## config.mk

```make
export PLATFORM = sky130hd
export DESIGN_NAME = selective_repeat_receiver
export DESIGN_NICKNAME = d
export VERILOG_FILES = /design/src/hdl/sr_pkg.sv /design/src/hdl/selective_repeat_receiver.sv /design/src/hdl/sr_step.sv /design/src/hdl/sr_slots.sv
export SDC_FILE = /design/constraint.sdc
export NUM_CORES = 1
export LEC_CHECK = 0
export ABC_AREA = 1
export BUFFER_PORTS_ARGS = -buffer_cell sky130_fd_sc_hd__buf_4
export CORE_ASPECT_RATIO = 0.6
export CORE_UTILIZATION = 30
export CTS_CLUSTER_DIAMETER = 80
export DETAILED_ROUTE_END_ITERATION = 8
export PLACE_DENSITY = 0.5
export REMOVE_ABC_BUFFERS = 1
export SETUP_SLACK_MARGIN = 0.3
export SLEW_MARGIN = 10
export SYNTH_ARGS = -nofsm -noshare
export SYNTH_HDL_FRONTEND = slang
export SYNTH_SLANG_ARGS = --single-unit
```

## constraint.sdc

```tcl
create_clock -name clk_i -period 11.85 [get_ports clk_i]
set_input_delay 0.5925 -clock clk_i [delete_from_list [all_inputs] [get_ports clk_i]]
set_output_delay 0.5925 -clock clk_i [all_outputs]
set_load 0.01 [all_outputs]
```

## src/hdl/sr_pkg.sv

```systemverilog
// Shared types, constants and codes of the selective-repeat receiver.
`timescale 1ns / 1ps
package sr_pkg;

  // Storage dimensions.
  localparam int WINDOW_MAX  = 8;
  localparam int HANDLE_BITS = 16;
  localparam int POS_W       = (WINDOW_MAX > 1) ? $clog2(WINDOW_MAX) : 1;

  // Field widths fixed by the frame format.
  localparam int SEQ_W   = 8;
  localparam int WS_W    = 4;
  localparam int CNT_W   = 16;
  localparam int CFG_W   = 16;
  localparam int CFG_IDX_W = 2;

  // Configuration register indexes.
  localparam logic [CFG_IDX_W-1:0] REG_SEQ_MAX       = 2'd0;
  localparam logic [CFG_IDX_W-1:0] REG_WINDOW_SIZE   = 2'd1;
  localparam logic [CFG_IDX_W-1:0] REG_TOTAL_PACKETS = 2'd2;

  // Status codes of a frame's status result.
  localparam logic [1:0] ST_ACKED   = 2'd0;
  localparam logic [1:0] ST_CRC_BAD = 2'd1;
  localparam logic [1:0] ST_OUTSIDE = 2'd2;
  localparam logic [1:0] ST_DONE    = 2'd3;

  // Result kinds.
  localparam logic KIND_STATUS  = 1'b0;
  localparam logic KIND_DELIVER = 1'b1;

  // One arrived frame.
  typedef struct packed {
    logic [SEQ_W-1:0]       seq_num;
    logic                   crc_ok;
    logic [HANDLE_BITS-1:0] payload_handle;
  } in_req_t;

  // One result.
  typedef struct packed {
    logic                   result_kind;
    logic [1:0]             status;
    logic                   ack_valid;
    logic [SEQ_W-1:0]       ack_seq;
    logic [HANDLE_BITS-1:0] deliver_handle;
    logic [CNT_W-1:0]       delivered_count;
    logic [CNT_W-1:0]       error_count;
    logic                   done_res;
    logic                   last;
  } out_res_t;

  // Commands from the sequencer to the slot buffer.
  typedef struct packed {
    logic                   wr_en;
    logic [POS_W-1:0]       wr_pos;
    logic [HANDLE_BITS-1:0] wr_handle;
    logic                   shift;
  } slot_ctrl_t;

  // Head of the slot buffer as seen by the sequencer.
  typedef struct packed {
    logic                   head_valid;
    logic                   next_valid;
    logic [HANDLE_BITS-1:0] head_handle;
  } slot_stat_t;

endpackage

```

## src/hdl/selective_repeat_receiver.sv

```systemverilog
// Top level of the selective-repeat receiver window with its sequencer.
`timescale 1ns / 1ps
// Receiver side of a selective-repeat link. Each request is one arrived frame;
// the block answers with a status result and then one delivery result for each
// filled slot released in order at the window head until the total is reached, the final one marked last.
// The frame is captured on acceptance and checked in the following state, and a
// good frame is then looked up by walking the window one position per cycle
// through a single shared step-and-compare unit. The status result is loaded
// after the check for a frame with a bad checksum or one that arrives after the
// transfer is done, and after the search for a good frame, which visits up to
// window_size positions (window_size clamped to 1..WINDOW_MAX); the deliveries
// follow, and a result waits while the result side stalls.
// A new frame is taken only once the previous frame's last result has
// been loaded into the output register. Configuration may be written only while
// the block is idle.
module selective_repeat_receiver (
  input  logic                     clk_i,
  input  logic                     rst_ni,
  input  logic                     cfg_we_i,
  input  logic [sr_pkg::CFG_IDX_W-1:0] cfg_idx_i,
  input  logic [sr_pkg::CFG_W-1:0] cfg_wdata_i,
  input  logic                     in_valid_i,
  output logic                     in_stall_o,
  input  sr_pkg::in_req_t          in_req_i,
  output logic                     out_valid_o,
  input  logic                     out_stall_i,
  output sr_pkg::out_res_t         out_res_o
);
  import sr_pkg::*;

  localparam logic [2:0] S_IDLE   = 3'd0;
  localparam logic [2:0] S_CHECK  = 3'd1;
  localparam logic [2:0] S_SEARCH = 3'd2;
  localparam logic [2:0] S_STATUS = 3'd3;
  localparam logic [2:0] S_DRAIN  = 3'd4;

  logic [2:0] state_q, state_d;

  // Configuration registers.
  logic [SEQ_W-1:0] seq_max_q;
  logic [WS_W-1:0]  win_size_q;
  logic [CNT_W-1:0] total_q;

  // Window state and counters.
  logic [SEQ_W-1:0] base_q, base_d;
  logic [CNT_W-1:0] delivered_q, delivered_d;
  logic [CNT_W-1:0] errors_q, errors_d;

  // Frame being worked on and the search walk.
  logic [SEQ_W-1:0]       seq_q;
  logic                   crc_q;
  logic [HANDLE_BITS-1:0] handle_q;
  logic [SEQ_W-1:0]       walk_q, walk_d;
  logic [POS_W-1:0]       pos_q, pos_d;
  logic [1:0]             st_q, st_d;

  // Output register.
  logic     out_valid_q;
  out_res_t out_q;
  out_res_t out_d;
  logic     out_load;
  logic     out_free;

  slot_ctrl_t slot_ctrl;
  slot_stat_t slot_stat;

  logic [SEQ_W-1:0] step_cur;
  logic [SEQ_W-1:0] step_next;
  logic             step_match;
  logic [POS_W-1:0] pos_last;
  logic             done;
  logic             drain_more;
  logic [CNT_W:0]   delivered_inc;

  // Configuration writes; an unknown index is ignored.
  always_ff @(posedge clk_i or negedge rst_ni) begin
    if (!rst_ni) begin
      seq_max_q  <= SEQ_W'(32);
      win_size_q <= WS_W'(8);
      total_q    <= CNT_W'(65535);
    end else if (cfg_we_i) begin
      case (cfg_idx_i)
        REG_SEQ_MAX:       seq_max_q  <= cfg_wdata_i[SEQ_W-1:0];
        REG_WINDOW_SIZE:   win_size_q <= cfg_wdata_i[WS_W-1:0];
        REG_TOTAL_PACKETS: total_q    <= cfg_wdata_i[CNT_W-1:0];
        default: ;
      endcase
    end
  end

  // Last window position to visit: size zero acts as one, oversize as full.
  always_comb begin
    if (win_size_q == '0) begin
      pos_last = '0;
    end else if (32'(win_size_q) > WINDOW_MAX) begin
      pos_last = POS_W'(WINDOW_MAX - 1);
    end else begin
      pos_last = POS_W'(win_size_q - WS_W'(1));
    end
  end

  assign done          = (delivered_q >= total_q);
  assign delivered_inc = {1'b0, delivered_q} + (CNT_W+1)'(1);
  assign drain_more    = slot_stat.next_valid && (delivered_inc < {1'b0, total_q});

  // The one step unit walks the window while searching and advances the base
  // while draining.
  assign step_cur = (state_q == S_DRAIN) ? base_q : walk_q;

  sr_step u_step (
    .cur_i     (step_cur),
    .seq_max_i (seq_max_q),
    .target_i  (seq_q),
    .next_o    (step_next),
    .match_o   (step_match)
  );

  sr_slots u_slots (
    .clk_i  (clk_i),
    .rst_ni (rst_ni),
    .ctrl_i (slot_ctrl),
    .stat_o (slot_stat)
  );

  assign out_free = !out_valid_q || !out_stall_i;

  // Sequencer.
  always_comb begin
    state_d     = state_q;
    base_d      = base_q;
    delivered_d = delivered_q;
    errors_d    = errors_q;
    walk_d      = walk_q;
    pos_d       = pos_q;
    st_d        = st_q;
    out_load    = 1'b0;
    out_d       = out_q;

    slot_ctrl.wr_en     = 1'b0;
    slot_ctrl.wr_pos    = pos_q;
    slot_ctrl.wr_handle = handle_q;
    slot_ctrl.shift     = 1'b0;

    case (state_q)
      S_IDLE: begin
        if (in_valid_i) begin
          state_d = S_CHECK;
        end
      end

      S_CHECK: begin
        if (done) begin
          st_d    = ST_DONE;
          state_d = S_STATUS;
        end else if (!crc_q) begin
          if (errors_q != '1) begin
            errors_d = errors_q + CNT_W'(1);
          end
          st_d    = ST_CRC_BAD;
          state_d = S_STATUS;
        end else begin
          walk_d  = base_q;
          pos_d   = '0;
          state_d = S_SEARCH;
        end
      end

      // One window position per cycle; the lowest match wins.
      S_SEARCH: begin
        if (step_match) begin
          slot_ctrl.wr_en = 1'b1;
          st_d            = ST_ACKED;
          state_d         = S_STATUS;
        end else if (pos_q == pos_last) begin
          st_d    = ST_OUTSIDE;
          state_d = S_STATUS;
        end else begin
          walk_d = step_next;
          pos_d  = pos_q + POS_W'(1);
        end
      end

      S_STATUS: begin
        if (out_free) begin
          out_load              = 1'b1;
          out_d.result_kind     = KIND_STATUS;
          out_d.status          = st_q;
          out_d.ack_valid       = (st_q == ST_ACKED);
          out_d.ack_seq         = (st_q == ST_ACKED) ? seq_q : '0;
          out_d.deliver_handle  = '0;
          out_d.delivered_count = delivered_q;
          out_d.error_count     = errors_q;
          out_d.done_res        = done;
          if (slot_stat.head_valid && !done) begin
            out_d.last = 1'b0;
            state_d    = S_DRAIN;
          end else begin
            out_d.last = 1'b1;
            state_d    = S_IDLE;
          end
        end
      end

      // Release the head slot, shift the window and advance the base.
      S_DRAIN: begin
        if (out_free) begin
          out_load              = 1'b1;
          slot_ctrl.shift       = 1'b1;
          delivered_d           = delivered_inc[CNT_W-1:0];
          base_d                = step_next;
          out_d.result_kind     = KIND_DELIVER;
          out_d.status          = ST_ACKED;
          out_d.ack_valid       = 1'b0;
          out_d.ack_seq         = '0;
          out_d.deliver_handle  = slot_stat.head_handle;
          out_d.delivered_count = delivered_inc[CNT_W-1:0];
          out_d.error_count     = errors_q;
          out_d.done_res        = (delivered_inc >= {1'b0, total_q});
          out_d.last            = !drain_more;
          if (!drain_more) begin
            state_d = S_IDLE;
          end
        end
      end

      default: begin
        state_d = S_IDLE;
      end
    endcase
  end

  // Control state.
  always_ff @(posedge clk_i or negedge rst_ni) begin
    if (!rst_ni) begin
      state_q     <= S_IDLE;
      base_q      <= SEQ_W'(1);
      delivered_q <= '0;
      errors_q    <= '0;
      out_valid_q <= 1'b0;
    end else begin
      state_q     <= state_d;
      base_q      <= base_d;
      delivered_q <= delivered_d;
      errors_q    <= errors_d;
      if (out_load) begin
        out_valid_q <= 1'b1;
      end else if (!out_stall_i) begin
        out_valid_q <= 1'b0;
      end
    end
  end

  // Frame capture, search walk and output payload.
  always_ff @(posedge clk_i) begin
    if (state_q == S_IDLE && in_valid_i) begin
      seq_q    <= in_req_i.seq_num;
      crc_q    <= in_req_i.crc_ok;
      handle_q <= in_req_i.payload_handle;
    end
    walk_q <= walk_d;
    pos_q  <= pos_d;
    st_q   <= st_d;
    if (out_load) begin
      out_q <= out_d;
    end
  end

  assign in_stall_o  = (state_q != S_IDLE);
  assign out_valid_o = out_valid_q;
  assign out_res_o   = out_q;

endmodule

```

## src/hdl/sr_step.sv

```systemverilog
// Shared sequence-number step unit: wraparound increment and match compare.
`timescale 1ns / 1ps
module sr_step (
  input  logic [sr_pkg::SEQ_W-1:0] cur_i,
  input  logic [sr_pkg::SEQ_W-1:0] seq_max_i,
  input  logic [sr_pkg::SEQ_W-1:0] target_i,
  output logic [sr_pkg::SEQ_W-1:0] next_o,
  output logic                     match_o
);
  import sr_pkg::*;

  // Numbers run 1..seq_max and then wrap back to 1.
  assign next_o = (cur_i >= seq_max_i) ? SEQ_W'(1) : SEQ_W'(cur_i + SEQ_W'(1));

  // Number zero never matches a window position.
  assign match_o = (target_i != '0) && (cur_i == target_i);

endmodule

```

## src/hdl/sr_slots.sv

```systemverilog
// Receive window slot buffer: valid bits and payload handles, shifting as a whole.
`timescale 1ns / 1ps
module sr_slots (
  input  logic               clk_i,
  input  logic               rst_ni,
  input  sr_pkg::slot_ctrl_t ctrl_i,
  output sr_pkg::slot_stat_t stat_o
);
  import sr_pkg::*;

  logic [WINDOW_MAX-1:0]  valid_q;
  logic [HANDLE_BITS-1:0] handle_q [WINDOW_MAX];

  // Valid bits are cleared at reset; a slot is filled at its position or the
  // whole row moves down by one on a delivery.
  always_ff @(posedge clk_i or negedge rst_ni) begin
    if (!rst_ni) begin
      valid_q <= '0;
    end else if (ctrl_i.shift) begin
      valid_q <= valid_q >> 1;
    end else if (ctrl_i.wr_en) begin
      valid_q[ctrl_i.wr_pos] <= 1'b1;
    end
  end

  // Handles carry no reset; they are only used behind a set valid bit.
  always_ff @(posedge clk_i) begin
    if (ctrl_i.shift) begin
      for (int j = 0; j < WINDOW_MAX - 1; j++) begin
        handle_q[j] <= handle_q[j+1];
      end
      handle_q[WINDOW_MAX-1] <= '0;
    end else if (ctrl_i.wr_en) begin
      handle_q[ctrl_i.wr_pos] <= ctrl_i.wr_handle;
    end
  end

  // Head of the window for the delivery loop.
  always_comb begin
    stat_o.head_valid  = valid_q[0];
    stat_o.next_valid  = (WINDOW_MAX > 1) ? valid_q[(WINDOW_MAX > 1) ? 1 : 0] : 1'b0;
    stat_o.head_handle = handle_q[0];
  end

endmodule
```

* Word level (Yosys, flattened, before mapping) *
Memories as Yosys holds them, arrays and structs flattened.
Cells that the tools add are included.

storage, ports and cells
  flip-flop bits (word level) = 180
  bits in latches = 0
  bits in writable memories = 128
  bits in read-only memories = 0
  input port bits = 48
  output and inout bits = 64
  logic and storage cells = 143
  memories = 1

operators by class
  $add $sub $neg = 5
  multiply operators = 0
  divide/modulo/power cells = 0
  $lt $le $gt $ge = 7
  equal/unequal tests = 20
  shift-type cells = 0
  muxes and demuxes = 53
  bitwise logic cells = 3
  reductions and logical operators = 30

memory list
  name              words  width  rd ports  clocked after Yosys merged registers in  wr ports  RTL line        source
  u_slots.handle_q  8      16     8         0                                        8         sr_slots.sv:12  logic [HANDLE_BITS-1:0] handle_q [WINDOW_MAX];

operators by type and width
  operator                 count
  $mux W62                 2
  $pmux W62 S2             1
  $mux W8                  9
  $mux W3                  14
  $add A16 B1 Y17 const B  1
  $ge A17 B16 Y1           1
  $lt A17 B16 Y1           1
  $mux W1                  17
  $add A16 B1 Y16 const B  1
  $ge A16 B16 Y1           1
  $mux W16                 1
  $ne A16 B16 Y1 const B   1
  $ne A2 B2 Y1 const B     8
  $pmux W8 S2              1
  $reduce_or A16 Y1        1
  $pmux W3 S5              1
  $reduce_and A5 Y1        2
  $add A8 B1 Y8 const B    1
  $eq A8 B8 Y1             1
  $ge A8 B8 Y1             1
  $mux W2                  4
  $or A8 B8 Y8             1
  $reduce_and A2 Y1        4
  $reduce_and A4 Y1        2
  28 further kinds         41

* Longest topological paths before layout *
Gate-level depths: netlist (run 1).

  depth in word-level cells = 11
  depth in mapped cells = 20
  mapped depth without buffers = 20

* Cells and area by module *
Synthesis (run 1) repeated with hierarchy kept, for this count alone.

unflattened totals
  cells, all modules = 1547
  area total of the unflattened synthesis = 14958.1 um^2

modules (own cells, without submodules)
  module                     times used  cells an instance  area an instance (um^2)  sequential area each (um^2)
  selective_repeat_receiver  1           841                8155.3                   4828.4
  sr_slots                   1           612                6278.5                   4043.9
  sr_step                    1           94                 524.3                    0.0

* Worst setup path after synthesis (run 1) *
OpenSTA, ideal clock, no wires.

  path type = flip-flop to flip-flop
  start = register state_q[2]
  end = register out_q (netlist bit out_res_o[0]) (enable)
  library setup time = 0.482 ns
  arrival = 3.670 ns
  data required time = 11.368 ns
  path slack = 7.698 ns
  cell stages (with the launch flop) = 6
  buffers on the path = 2
  clock period less this slack = 4.152 ns
  cells stage by stage = dfrtp_1 buf_2 buf_4 nor3_1 nor2_1 nor2_1

between the ends
  word-level cells in the longest chain between the ends = 4
  elaborated cells between the ends (all ways) = 8
  classes of those cells = 4 x eq/ne; 1 x mux; 3 x reduce/logical

ends and longest elaborated chain
  what                                          RTL line                          source
  from (decl)                                   selective_repeat_receiver.sv:37   logic [2:0] state_q, state_d;
  from (signal assigned)                        selective_repeat_receiver.sv:241  state_q <= state_d;
  $eq A3 B3 Y1 or $eq A3 B2 Y1 (tied branches)  selective_repeat_receiver.sv:144  case (state_q)
  $reduce_or A2 Y1 (no source line)             --
  $mux W1                                       --
  $reduce_and A4 Y1 (no source line) *          --
  to (signal assigned)                          selective_repeat_receiver.sv:264  out_q <= out_d;
  to (decl)                                     selective_repeat_receiver.sv:59   out_res_t out_q;

Mark *: on every way between the ends. The rest lies on a longest branch, timed or not.
A chain may end at the register's enable or synchronous reset.

==> key figures, run 1 <==
Status
  • Run status: complete, no violations

Setup path
  • Critical path required time: 12060 ps
  • WS Path Type: flip-flop to flip-flop
  • Worst R2R Path Depth: 10
  • Critical-path cell list: nand2_4 -> nand2_1 -> nand2_2 -> nand2_1 -> nand2_1 -> nor2_2 -> nand3_2 -> nor2_8 -> nand4_4 -> nand2_1
  • CP max stage cell: dfrtp_1
  • WP data arrival: 3990 ps
  • Critical path peak fanout: 52
  • Max stage delay on crit path: 810 ps
  • Reg2Reg Setup Slack: 8070 ps
  • Crit path top cell by count: nand2_1
  • Worst R2R Start: state_q[2]
  • Critical path endpoint category: flip-flop
  • Type of origin of the critical path: flip-flop
  • RR Endpoint: u_slots.handle_q[4][9]

Flow run
  • Max Cap Viol: 0

Layout
  • Antenna diodes: 0
  • Layout cells sized above 1: 13.8%
  • Core Util, Final: 35.4%
  • Commonest non-fill, non-tap cell in the layout: nand2_1
  • Final nets: 1768
  • Synthesis-to-layout area growth: 15.4%
  • Most frequent cells in the layout: 483 x nand2_1, 228 x edfxtp_1, 177 x inv_1

Timing
  • Final min period: 3780 ps
  • Tcrit/Tclk final: 31.9%
  • Final Hold Vio Count: 0
  • RSZ-0062 raised after global routing: false
  • Setup TNS: 0 ps
  • Slew @ Worst Pin: 1180 ps
  • Fin. max-slew vios: 0
  • Relative slew margins: 21.0%
  • Setup violators final: 0
  • Fmax: 0.264 GHz
  • Skew final: 11.2 ps

CTS
  • PostCTS Resize Cnt: 0
  • CTS H-tree depth: 1
  • Num CTS Buffers: 31
  • # Post-CTS Setup Buffers: 0
  • Hold buffer count at cts: 1
  • Clk buf depth: 3
  • Clock root buffer: clkbuf_16
  • Worst-skew pair later-pin latency: 580 ps
  • CTS tree: done
  • Worst-path clk slew: 70 ps
  • Clock sink count: 308

Pwr
  • PwrDens: 215 nW/µm²
  • Internal Power: 2.35 mW
  • Seq pwr share: 42.8%
  • NetSw: 1.45 mW
  • Clock power frac: 26.0%
  • P_leak: 7.68 nW
  • Sw frac: 38.1%
  • Logic pwr share: 31.2%
  • Peak VDD IR: 111 µV

Synth
  • Syn. warnings: 0
  • Syn Area/Cell: 9.58 µm²
  • Top cell type's share of synthesized area: 44.7%
  • Post-synth EDFFs: 228
  • Synth unique cells: 44
  • Sequential area share after synthesis: 57.9%
  • Top FF cell, synth: edfxtp_1
  • Synthesized flop and latch total: 308
  • Leading post-synthesis cells by cell area: edfxtp_1 45%, nand2_1 12%, dfrtp_1 10%
  • Synth Cell Area: 15300 µm²
  • Area leader, netlist: edfxtp_1
  • Mapped Cells: 1598
  • Post-synthesis async set-or-reset flop share: 26.0%

Routing
  • DRT Pass-1 Iters: 6
  • DRT iter0 DRCs: 1012
  • Wire per inst: 16.9 µm
  • Vias/cell: 4.75
  • DRC violations left: 0
  • Final WL: 40300 µm
  • ANT nets after route: 0
  • DR vias: 11300

Die
  • Core Area: 49900 µm²
  • Die area: 52000 µm²
  • Die Ht: 177 µm
  • Row count: 63
  • Ports: 112
  • Die W: 294 µm
  • Initial Util: 30.7%

Global route
  • Pin count of the biggest net entering global routing: 113
  • Total GRT Usage: 15.5%
  • Initial antenna violation count: 0
  • First-pass GRT wire length: 62400 µm
  • Vias in the first global route: 10600
  • Gr ovfl total: 0

Min path
  • WHS Endpoint: seq_q[7]
  • Min-delay src: in_req_i[24]
  • Worst hold path type: input port to flip-flop
  • Worst hold path depth: 1

Placed design
  • Port Buf Inserts: 111
  • DP HPWL: 29300 µm
  • Routability-driven placement congestion ratio: 0.909
-- logic make-up (layout without fill, tap and decap cells) --
| family | Yosys count | after routing | synth area share [%] |
|---|---|---|---|
| AO/OA/AOI/OAI | 129 | 129 | 4.53 |
| XOR/XNOR | 26 | 26 | 1.49 |
| adder cells (fa/ha/maj) | 45 | 45 | 3.68 |
| buffers and inverters | 259 | 360 | 7.41 |
| flip-flops | 308 | 308 | 57.9 |
| multiplexers | 2 | 2 | 0.131 |
| AND/OR/NAND/NOR | 829 | 829 | 24.8 |
-- sequential cells by signal, summed over array words and instances, names as in the netlist, 2 cells and up --
register and flops:
delivered_q 16, out_res_o 62, walk_q 8, pos_q 3, st_q 2, total_q 16, handle_q 16, u_slots.handle_q 128
seq_max_q 8, u_slots.valid_q 8, errors_q 16, base_q 8, seq_q 8, win_size_q 4, state_q 3
-- stage by stage --
step / instance area (µm²) / hold slack [ps] / power (mW) / instances / worst slack, ps
after floorplan: 14800 / 297 / 2.34 / 1518 / 6680
after global placement: 16600 / 464 / 2.81 / 2323 / 8190
after detailed placement: 16600 / 467 / 2.83 / 2323 / 8100
after CTS: 17700 / 153 / 3.83 / 2381 / 8080
after global routing: 17700 / 158 / 4.05 / 2381 / 7700
final: 17700 / 188 / 3.80 / 2381 / 8070
-- Yosys cell counts (2+ instances only) --
master    count
nand2_1     483
edfxtp_1    228
inv_1       177
nand4_1     130
nor2_1      118
o21ai_0      82
dfrtp_1      61
nand3_1      46
ha_1         45
clkbuf_1     32
a21oi_1      29
dfstp_2      19
xor2_1       19
buf_6        17
nor3_1       14
clkbuf_2     10
buf_1         9
buf_2         9
nand3_2       8
nand2_2       7
nand4_4       7
xnor2_1       7
nor4_1        5
o21a_1        4
o21bai_1      4
buf_4         3
o211ai_1      3
a21o_1        2
mux2i_1       2
nor2_2        2
nor2_4        2
o21ai_2       2
-- worst max-delay path, delay by kind of cell, from the launching register on --
family | cells | cell delay, ps
AND/OR/NAND/NOR | 10 | 2570
flip-flops | 1 | 810
-- metal layers --
metal | wire length [µm] | track usage, %
met1 | 21300 | 25.2
met2 | 15600 | 20.8
met3 | 2680 | 2.62
met4 | 659 | 3.04
met5 | 0 | 0
-- area by class of cell --
class / instances / area (µm²)
clock inverters: 14 / 106
multi-input cells: 1031 / 5330
well taps: 682 / 853
clock buffers: 43 / 901
repair buffers: 124 / 933
fillers: 5034 / 32200
inverters: 179 / 672
flip-flops and latches: 308 / 8870
-- worst max-delay path by stage --
stage,from,to,slack (ps),cells past startpoint
after global placement,state_q[2],u_slots.handle_q[7][10],8190,10
after CTS,state_q[2],u_slots.handle_q[7][0],8080,10
final,state_q[2],u_slots.handle_q[4][9],8070,10
after detailed placement,state_q[2],u_slots.handle_q[6][10],8100,10
after global routing,state_q[2],u_slots.handle_q[4][4],7700,11
after floorplan,state_q[2],pos_q[0],6680,5
-- power groups by stage --
stage               Combinational (mW)  Sequential, mW  Clock [mW]
detailed placement                1.19            1.65           0
global route                      1.34            1.65        1.06
global placement                  1.17            1.64           0
CTS                               1.19            1.63        1.02
finish                            1.19            1.63       0.988
floorplan                        0.730            1.61           0
(Power assumes the default switching activity.)
==> run 2, diff against run 1 <==
--- a/config.mk
+++ b/config.mk
@@ -11,7 +11,7 @@
 export CORE_UTILIZATION = 30
 export CTS_CLUSTER_DIAMETER = 80
 export DETAILED_ROUTE_END_ITERATION = 8
-export PLACE_DENSITY = 0.5
+export PLACE_DENSITY = 0.52
 export REMOVE_ABC_BUFFERS = 1
 export SETUP_SLACK_MARGIN = 0.3
 export SLEW_MARGIN = 10
==> constraint.sdc (replaced) <==
create_clock -name clk_i -period 3.4 [get_ports clk_i]
set_input_delay 0.17 -clock clk_i [delete_from_list [all_inputs] [get_ports clk_i]]
set_output_delay 0.17 -clock clk_i [all_outputs]
set_load 0.01 [all_outputs]
==> run 2 against run 1 <==
Compared with the run above:
- die area is the same
- first-iteration DRC count is 6.5% higher
- worst setup slack worse by 7600 ps
- sequential power rose to 3.4 times the previous value
- via count is 0.42% lower
- utilization increased by 1.6 points
- sequential share of layout area is 2.2 points lower
- count of clock-buffer cells in the layout grew 6
- critical endpoint is now out_res_o[0]
- largest cell class unchanged
==> key figures, run 2 (synthesized netlist as in run 1, its figures left out) <==
Status
  • Run status: complete, no violations

Setup path
  • Reg2Reg Setup Slack: 460 ps (-7610 ps)
  • Worst R2R Start: delivered_q[1]
  • Critical path endpoint category: flip-flop
  • Worst setup endpoint: out_res_o[0]
  • Type of origin of the critical path: flip-flop
  • WP data arrival: 3220 ps (-770 ps)
  • RR Endpoint: out_res_o[0]
  • Worst R2R Path Depth: 16 (+6)
  • Crit path from: delivered_q[1]
  • Critical path peak fanout: 6 (-88%)
  • WS Path Type: flip-flop to flip-flop
  • Critical path required time: 3680 ps (-8380 ps)

Routing
  • WL met3: 2610 µm (-2.9%)
  • DRT Pass-1 Iters: 7 (+1)
  • Met2 WL post-DR: 14700 µm (-6.0%)
  • Wire per inst: 15.8 µm (-6.8%)
  • DRT iter0 DRCs: 1078 (+6.5%)
  • DR vias: 11300 (-0.42%)
  • ANT nets after route: 0 (unchanged)
  • Vias/cell: 4.58 (-3.5%)
  • DRC violations left: 0 (unchanged)
  • Final WL: 38700 µm (-3.8%)
  • Highest routing layer actually used: met4
  • Met1 WL: 20800 µm (-2.4%)

Global route
  • Initial antenna violation count: 0 (unchanged)
  • Gr ovfl total: 0 (unchanged)
  • First-pass GRT wire length: 60700 µm (-2.8%)
  • Vias in the first global route: 10400 (-1.9%)
  • Total GRT Usage: 15.0% (-0.43 points)
  • Pin count of the biggest net entering global routing: 133 (+18%)

Pwr
  • P_leak: 8.07 nW (+5.2%)
  • Clock power frac: 26.6% (+0.6 points)
  • Sw frac: 37.2% (-0.99 points)
  • NetSw: 5.06 mW (+250%)
  • Internal Power: 8.55 mW (+260%)
  • Logic pwr share: 32.3% (+1.1 points)
  • Peak VDD IR: 601 µV (+440%)
  • Total power: 13.6 mW (+260%)
  • Seq pwr share: 41.1% (-1.7 points)
  • PwrDens: 737 nW/µm² (+240%)

Layout
  • Max reg flops: 128 (unchanged)
  • Fill cells: 4994 (-0.79%)
  • Synthesis-to-layout area growth: 20.7%
  • Final nets: 1847 (+4.5%)
  • Most frequent cells in the layout: 482 x nand2_1, 228 x edfxtp_1, 177 x inv_1
  • Antenna diodes: 0 (unchanged)
  • Layout cells sized above 1: 15.1% (+1.3 points)
  • Commonest non-fill, non-tap cell in the layout: nand2_1
  • Largest Register: u_slots.handle_q

Timing
  • Tcrit/Tclk final: 86.5% (+55 points)
  • Relative slew margins: 26.6% (+5.6 points)
  • Fmax: 0.340 GHz (+29%)
  • Slew @ Worst Pin: 1100 ps (-83.0 ps)
  • Final min period: 2940 ps (-843 ps)
  • Skew final: 23.1 ps (+11.9 ps)
  • Setup WS post-layout: 460 ps (-7610 ps)
  • Fin. max-slew vios: 0 (unchanged)
  • Setup TNS: 0 ps (unchanged)
  • Setup violators final: 0 (unchanged)
  • Final Hold Vio Count: 0 (unchanged)
  • RSZ-0062 raised after global routing: false

Placed design
  • DP HPWL: 27500 µm (-6.0%)
  • Port Buf Inserts: 111 (unchanged)
  • Routability-driven placement congestion ratio: 0.893 (-1.7%)
  • Place WS: 254 ps (-7840 ps)

Die
  • Initial Util: 30.7% (unchanged)
  • Die Ht: 177 µm (unchanged)
  • Core Area: 49900 µm² (unchanged)
  • Ports: 112 (unchanged)
  • Die area: 52000 µm² (unchanged)
  • Die W: 294 µm (unchanged)
  • Row count: 63 (unchanged)

CTS
  • Worst-path clk slew: 60 ps (about the same)
  • CTS H-tree depth: 2 (+1)
  • Clk buf depth: 3 (unchanged)
  • Worst-skew pair later-pin latency: 530 ps (-50 ps)
  • Clock root buffer: clkbuf_16
  • Clock sink count: 308 (unchanged)
  • CTS tree: done
  • Num CTS Buffers: 34 (+9.7%)

Min path
  • Worst hold path type: input port to flip-flop

Flow run
  • Max Cap Viol: 0 (unchanged)
run 2: cell count changes in the layout (fill, tap and decap cells not counted), moves of 3 or more:
cell,change
buf_12,+3
buf_4,+31
clkbuf_1,+4
clkbuf_16,+6
clkbuf_8,-4
clkinv_1,+3
clkinv_2,-4
clkinvlp_4,-5
dfrtp_1,-3
dfrtp_2,+3
dlygate4sd3_1,+42
run 2: metal layers:
layer	up-vias	global-route usage, %
met1	5193	24.3
met2	332	19.8
met3	46	3.03
li1	5691	-
met5	-	0
met4	0	3.60
run 2: worst max-delay path, stage by stage (launching register included):
cell and delay, ps:
dfrtp_2 420, ha_1 200, nand2_1 120, nor2_4 140, nand2_2 110, inv_1 100, nand3_2 120, nor2_1 140
xor2_1 210, ha_1 290, a21oi_1 150, nor2_1 70, nor3_1 180, nand2_1 70, nor2_1 140, nand2_1 110
o21a_1 120
run 2: final cells by class:
class	count	area (µm²)	share of cell area, %
inverter	179	672	3.64
sequential	308	8880	48.0
clock buffer	49	1010	5.47
clock inverter	9	68.8	0.372
multi-input combinational	1031	5350	29.0
tap	682	853	4.62
timing repair buffer	200	1650	8.91
run 2: power groups by stage:
stage	combinational, mW	clock, mW	sequential [mW]
after global routing	4.92	3.86	5.68
after floorplan	2.54	0	5.62
after CTS	4.36	3.72	5.59
final	4.40	3.62	5.59
after detailed placement	4.30	0	5.66
after global placement	4.25	0	5.64
run 2: how the worst min path moves through the flow:
| stage | start | end | depth (start not counted) |
|---|---|---|---|
| finish | cfg_idx_i[1] | win_size_q[3] | 4 |
| global route | cfg_we_i | win_size_q[3] | 3 |
| CTS | cfg_idx_i[1] | win_size_q[3] | 4 |
| detailed placement | rst_ni | errors_q[9] | 1 |
| global placement | rst_ni | errors_q[12] | 1 |
| floorplan | rst_ni | base_q[1] | 0 |
run 2: repair_timing:
item	4_1_cts	5_1_grt
endpoints found under the setup margin	3	4
hold buffers	43	0
resized for setup	2	7
pin swaps	0	0
gates cloned	0	0
setup buffers	1	2
endpoints found under the hold margin	89	0
run 2: through the flow:
stage / hold slack, ps / cell area, µm² / cells / util (%)
2_1_floorplan: -126 / 14800 / 1518 / -
3_3_place_gp: 300 / 16900 / 2354 / 33.9
3_5_place_dp: 304 / 16900 / 2354 / 33.9
4_1_cts: 66.8 / 18400 / 2456 / 37.0
5_1_grt: 127 / 18500 / 2458 / 37.0
6_report: 72.9 / 18500 / 2458 / 37.0
==> run 3, diff against run 2 <==
--- a/config.mk
+++ b/config.mk
@@ -12,7 +12,6 @@
 export CTS_CLUSTER_DIAMETER = 80
 export DETAILED_ROUTE_END_ITERATION = 8
 export PLACE_DENSITY = 0.52
-export REMOVE_ABC_BUFFERS = 1
 export SETUP_SLACK_MARGIN = 0.3
 export SLEW_MARGIN = 10
 export SYNTH_ARGS = -nofsm -noshare
==> run 3 against run 2 <==
Compared with the run above:
- non-clock buffer count decreased by 5
- maximum frequency up 1.7%
- worst setup slack improved by 48 ps
- register-to-register slack better by 50 ps
- final cell count decreased by 0.24%
- clock skew shrank 0.71 ps
- sequential cell count stayed put
- combinational power hardly changed
- final area is essentially flat
- count of clock-buffer cells in the layout decreased by 13
==> key figures, run 3 (synthesized netlist as in run 1, its figures left out) <==
CTS
  • Clock root buffer: clkbuf_16
  • Worst-path clk slew: 70 ps (about the same)
  • Worst-skew pair later-pin latency: 580 ps (+50 ps)
  • Num CTS Buffers: 31 (-8.8%)
  • Clock sink count: 308 (unchanged)
  • CTS tree: done
  • Clk buf depth: 3 (unchanged)
  • CTS H-tree depth: 1 (-1)

Layout
  • Most frequent cells in the layout: 482 x nand2_1, 228 x edfxtp_1, 177 x inv_1
  • Layout cells sized above 1: 15.1% (+0.051 points)
  • Commonest non-fill, non-tap cell in the layout: nand2_1
  • Antenna diodes: 0 (unchanged)
  • Max reg flops: 128 (unchanged)
  • Synthesis-to-layout area growth: 20.6% (about the same)
  • Post-route cell area: 18500 µm² (about the same)
  • Final nets: 1839 (-0.43%)
  • Largest Register: u_slots.handle_q

Global route
  • First-pass GRT wire length: 60500 µm (-0.35%)
  • Initial antenna violation count: 0 (unchanged)
  • Gr ovfl total: 0 (unchanged)
  • Pin count of the biggest net entering global routing: 114 (-14%)
  • Total GRT Usage: 15.0% (about the same)
  • Vias in the first global route: 10200 (-1.8%)

Placed design
  • Port Buf Inserts: 111 (unchanged)
  • DP HPWL: 29200 µm (+6.3%)
  • Area after DPL: 16900 µm² (-0.27%)
  • Routability-driven placement congestion ratio: 0.894 (about the same)

Routing
  • DRC violations left: 0 (unchanged)
  • Vias/cell: 4.57 (-0.27%)
  • Final WL: 38800 µm (+0.23%)
  • DRT iter0 DRCs: 1051 (-2.5%)
  • ANT nets after route: 0 (unchanged)
  • Wire per inst: 15.8 µm (+0.48%)
  • DRT Pass-1 Iters: 5 (-2)
  • DR vias: 11200 (-0.52%)

Setup path
  • Crit path from: delivered_q[2]
  • Type of origin of the critical path: flip-flop
  • Critical path required time: 3740 ps (+60 ps)
  • WS Path Type: flip-flop to flip-flop
  • Worst R2R Start: delivered_q[2]
  • Worst R2R Path Depth: 13 (-3)
  • Critical path peak fanout: 7 (+1)
  • WP data arrival: 3230 ps (about the same)
  • Critical path endpoint category: flip-flop

Die
  • Ports: 112 (unchanged)
  • Die W: 294 µm (unchanged)
  • Core Area: 49900 µm² (unchanged)
  • Die Ht: 177 µm (unchanged)
  • Initial Util: 30.7% (unchanged)
  • Row count: 63 (unchanged)
  • Die area: 52000 µm² (unchanged)

Timing
  • Setup TNS: 0 ps (unchanged)
  • Slew @ Worst Pin: 1130 ps (+34.3 ps)
  • Tcrit/Tclk final: 85.1% (-1.4 points)
  • Relative slew margins: 24.3% (-2.3 points)
  • RSZ-0062 raised after global routing: true
  • Setup violators final: 0 (unchanged)
  • Final min period: 2890 ps (-47.8 ps)
  • Fin. max-slew vios: 0 (unchanged)
  • Fmax: 0.346 GHz (+1.7%)
  • Skew final: 22.4 ps (-0.712 ps)
  • Final Hold Vio Count: 0 (unchanged)

Status
  • Run status: complete, no violations

Min path
  • Min-delay src: in_valid_i
  • Worst hold path depth: 4 (unchanged)
  • Worst hold path type: input port to flip-flop

Synth
  • Syn_nets: 1691

Pwr
  • PwrDens: 736 nW/µm² (about the same)
  • NetSw: 5.05 mW (-0.11%)
  • Internal Power: 8.54 mW (-0.20%)
  • P_leak: 8.03 nW (-0.48%)
  • Clock power frac: 26.0% (-0.6 points)
  • Peak VDD IR: 434 µV (-28%)
  • Logic pwr share: 32.5% (+0.2 points)
  • Sw frac: 37.2% (about the same)
  • Seq pwr share: 41.5% (+0.4 points)

Flow run
  • Max Cap Viol: 0 (unchanged)
[run 3: cell types whose count changed in the layout (fill, tap and decap cells not counted), moves of 3 or more]
cell        change
clkbuf_8        -3
bufinv_16       +4
xor2_2          +3
buf_4           -7
xor2_1          -3
clkinvlp_4      +3
clkbuf_1        -4
clkbuf_16       -6
[run 3: area by class of cell]
class                      instances  area (µm²)
timing repair buffer             195        1630
clock buffer                      36         805
inverter                         179         672
multi-input combinational       1031        5380
sequential                       308        8870
fill                            4952       31400
tap                              682         853
clock inverter                    21         245
[run 3: through the flow]
stage | total power [mW] | instances | hold WS, ps | worst slack, ps | util, %
floorplan | 8.31 | 1598 | -126 | 745 | -
global placement | 9.89 | 2347 | 326 | 373 | 33.8
detailed placement | 9.97 | 2347 | 323 | 229 | 33.8
CTS | 13.6 | 2448 | 32.4 | 307 | 36.8
global route | 14.4 | 2452 | 58.7 | 264 | 37.0
finish | 13.6 | 2452 | 73.0 | 508 | 37.0
[run 3: final timing paths]
kind                       slack (ps)              end
max in group asynchronous        2310       total_q[0]
min                                70       state_q[2]
min in group asynchronous         220  delivered_q[13]
min reg2reg                       480     out_res_o[6]
max                               510     out_res_o[0]
max reg2reg                       510     out_res_o[0]
[run 3: routing by layer]
metal / GRT usage [%] / vias up / wire length [µm]
li1: - / 5674 / -
met1: 26.3 / 5161 / 22300
met2: 17.9 / 328 / 13300
met3: 3.03 / 41 / 2620
met4: 2.47 / 0 / 604
met5: 0 / - / 0
[run 3: worst max-delay path: stages, from the launching register on]
cell and delay, ps:
dfrtp_1 450, nand4_1 200, nor2_1 200, nand2_1 200, nor4_1 280, xor2_1 270, ha_1 290, inv_1 110
nor2_1 70, nor3_2 160, nand2_1 90, nor2_2 140, nand2_1 100, o21a_1 110
[run 3: power by group through the flow]
stage | sequential, mW | clock, mW | combinational, mW
after floorplan | 5.51 | 0 | 2.79
after detailed placement | 5.70 | 0 | 4.27
final | 5.63 | 3.54 | 4.42
after global routing | 5.72 | 3.79 | 4.94
after global placement | 5.69 | 0 | 4.21
after CTS | 5.63 | 3.66 | 4.32
[run 3: timing repair]
action / 4_1_cts / 5_1_grt
pin swaps: 0 / 4
hold buffers: 43 / 0
resized for setup: 0 / 14
endpoints found under the hold margin: 99 / 0
buffers inserted: 1 / 4
endpoints found under the setup margin: 3 / 203
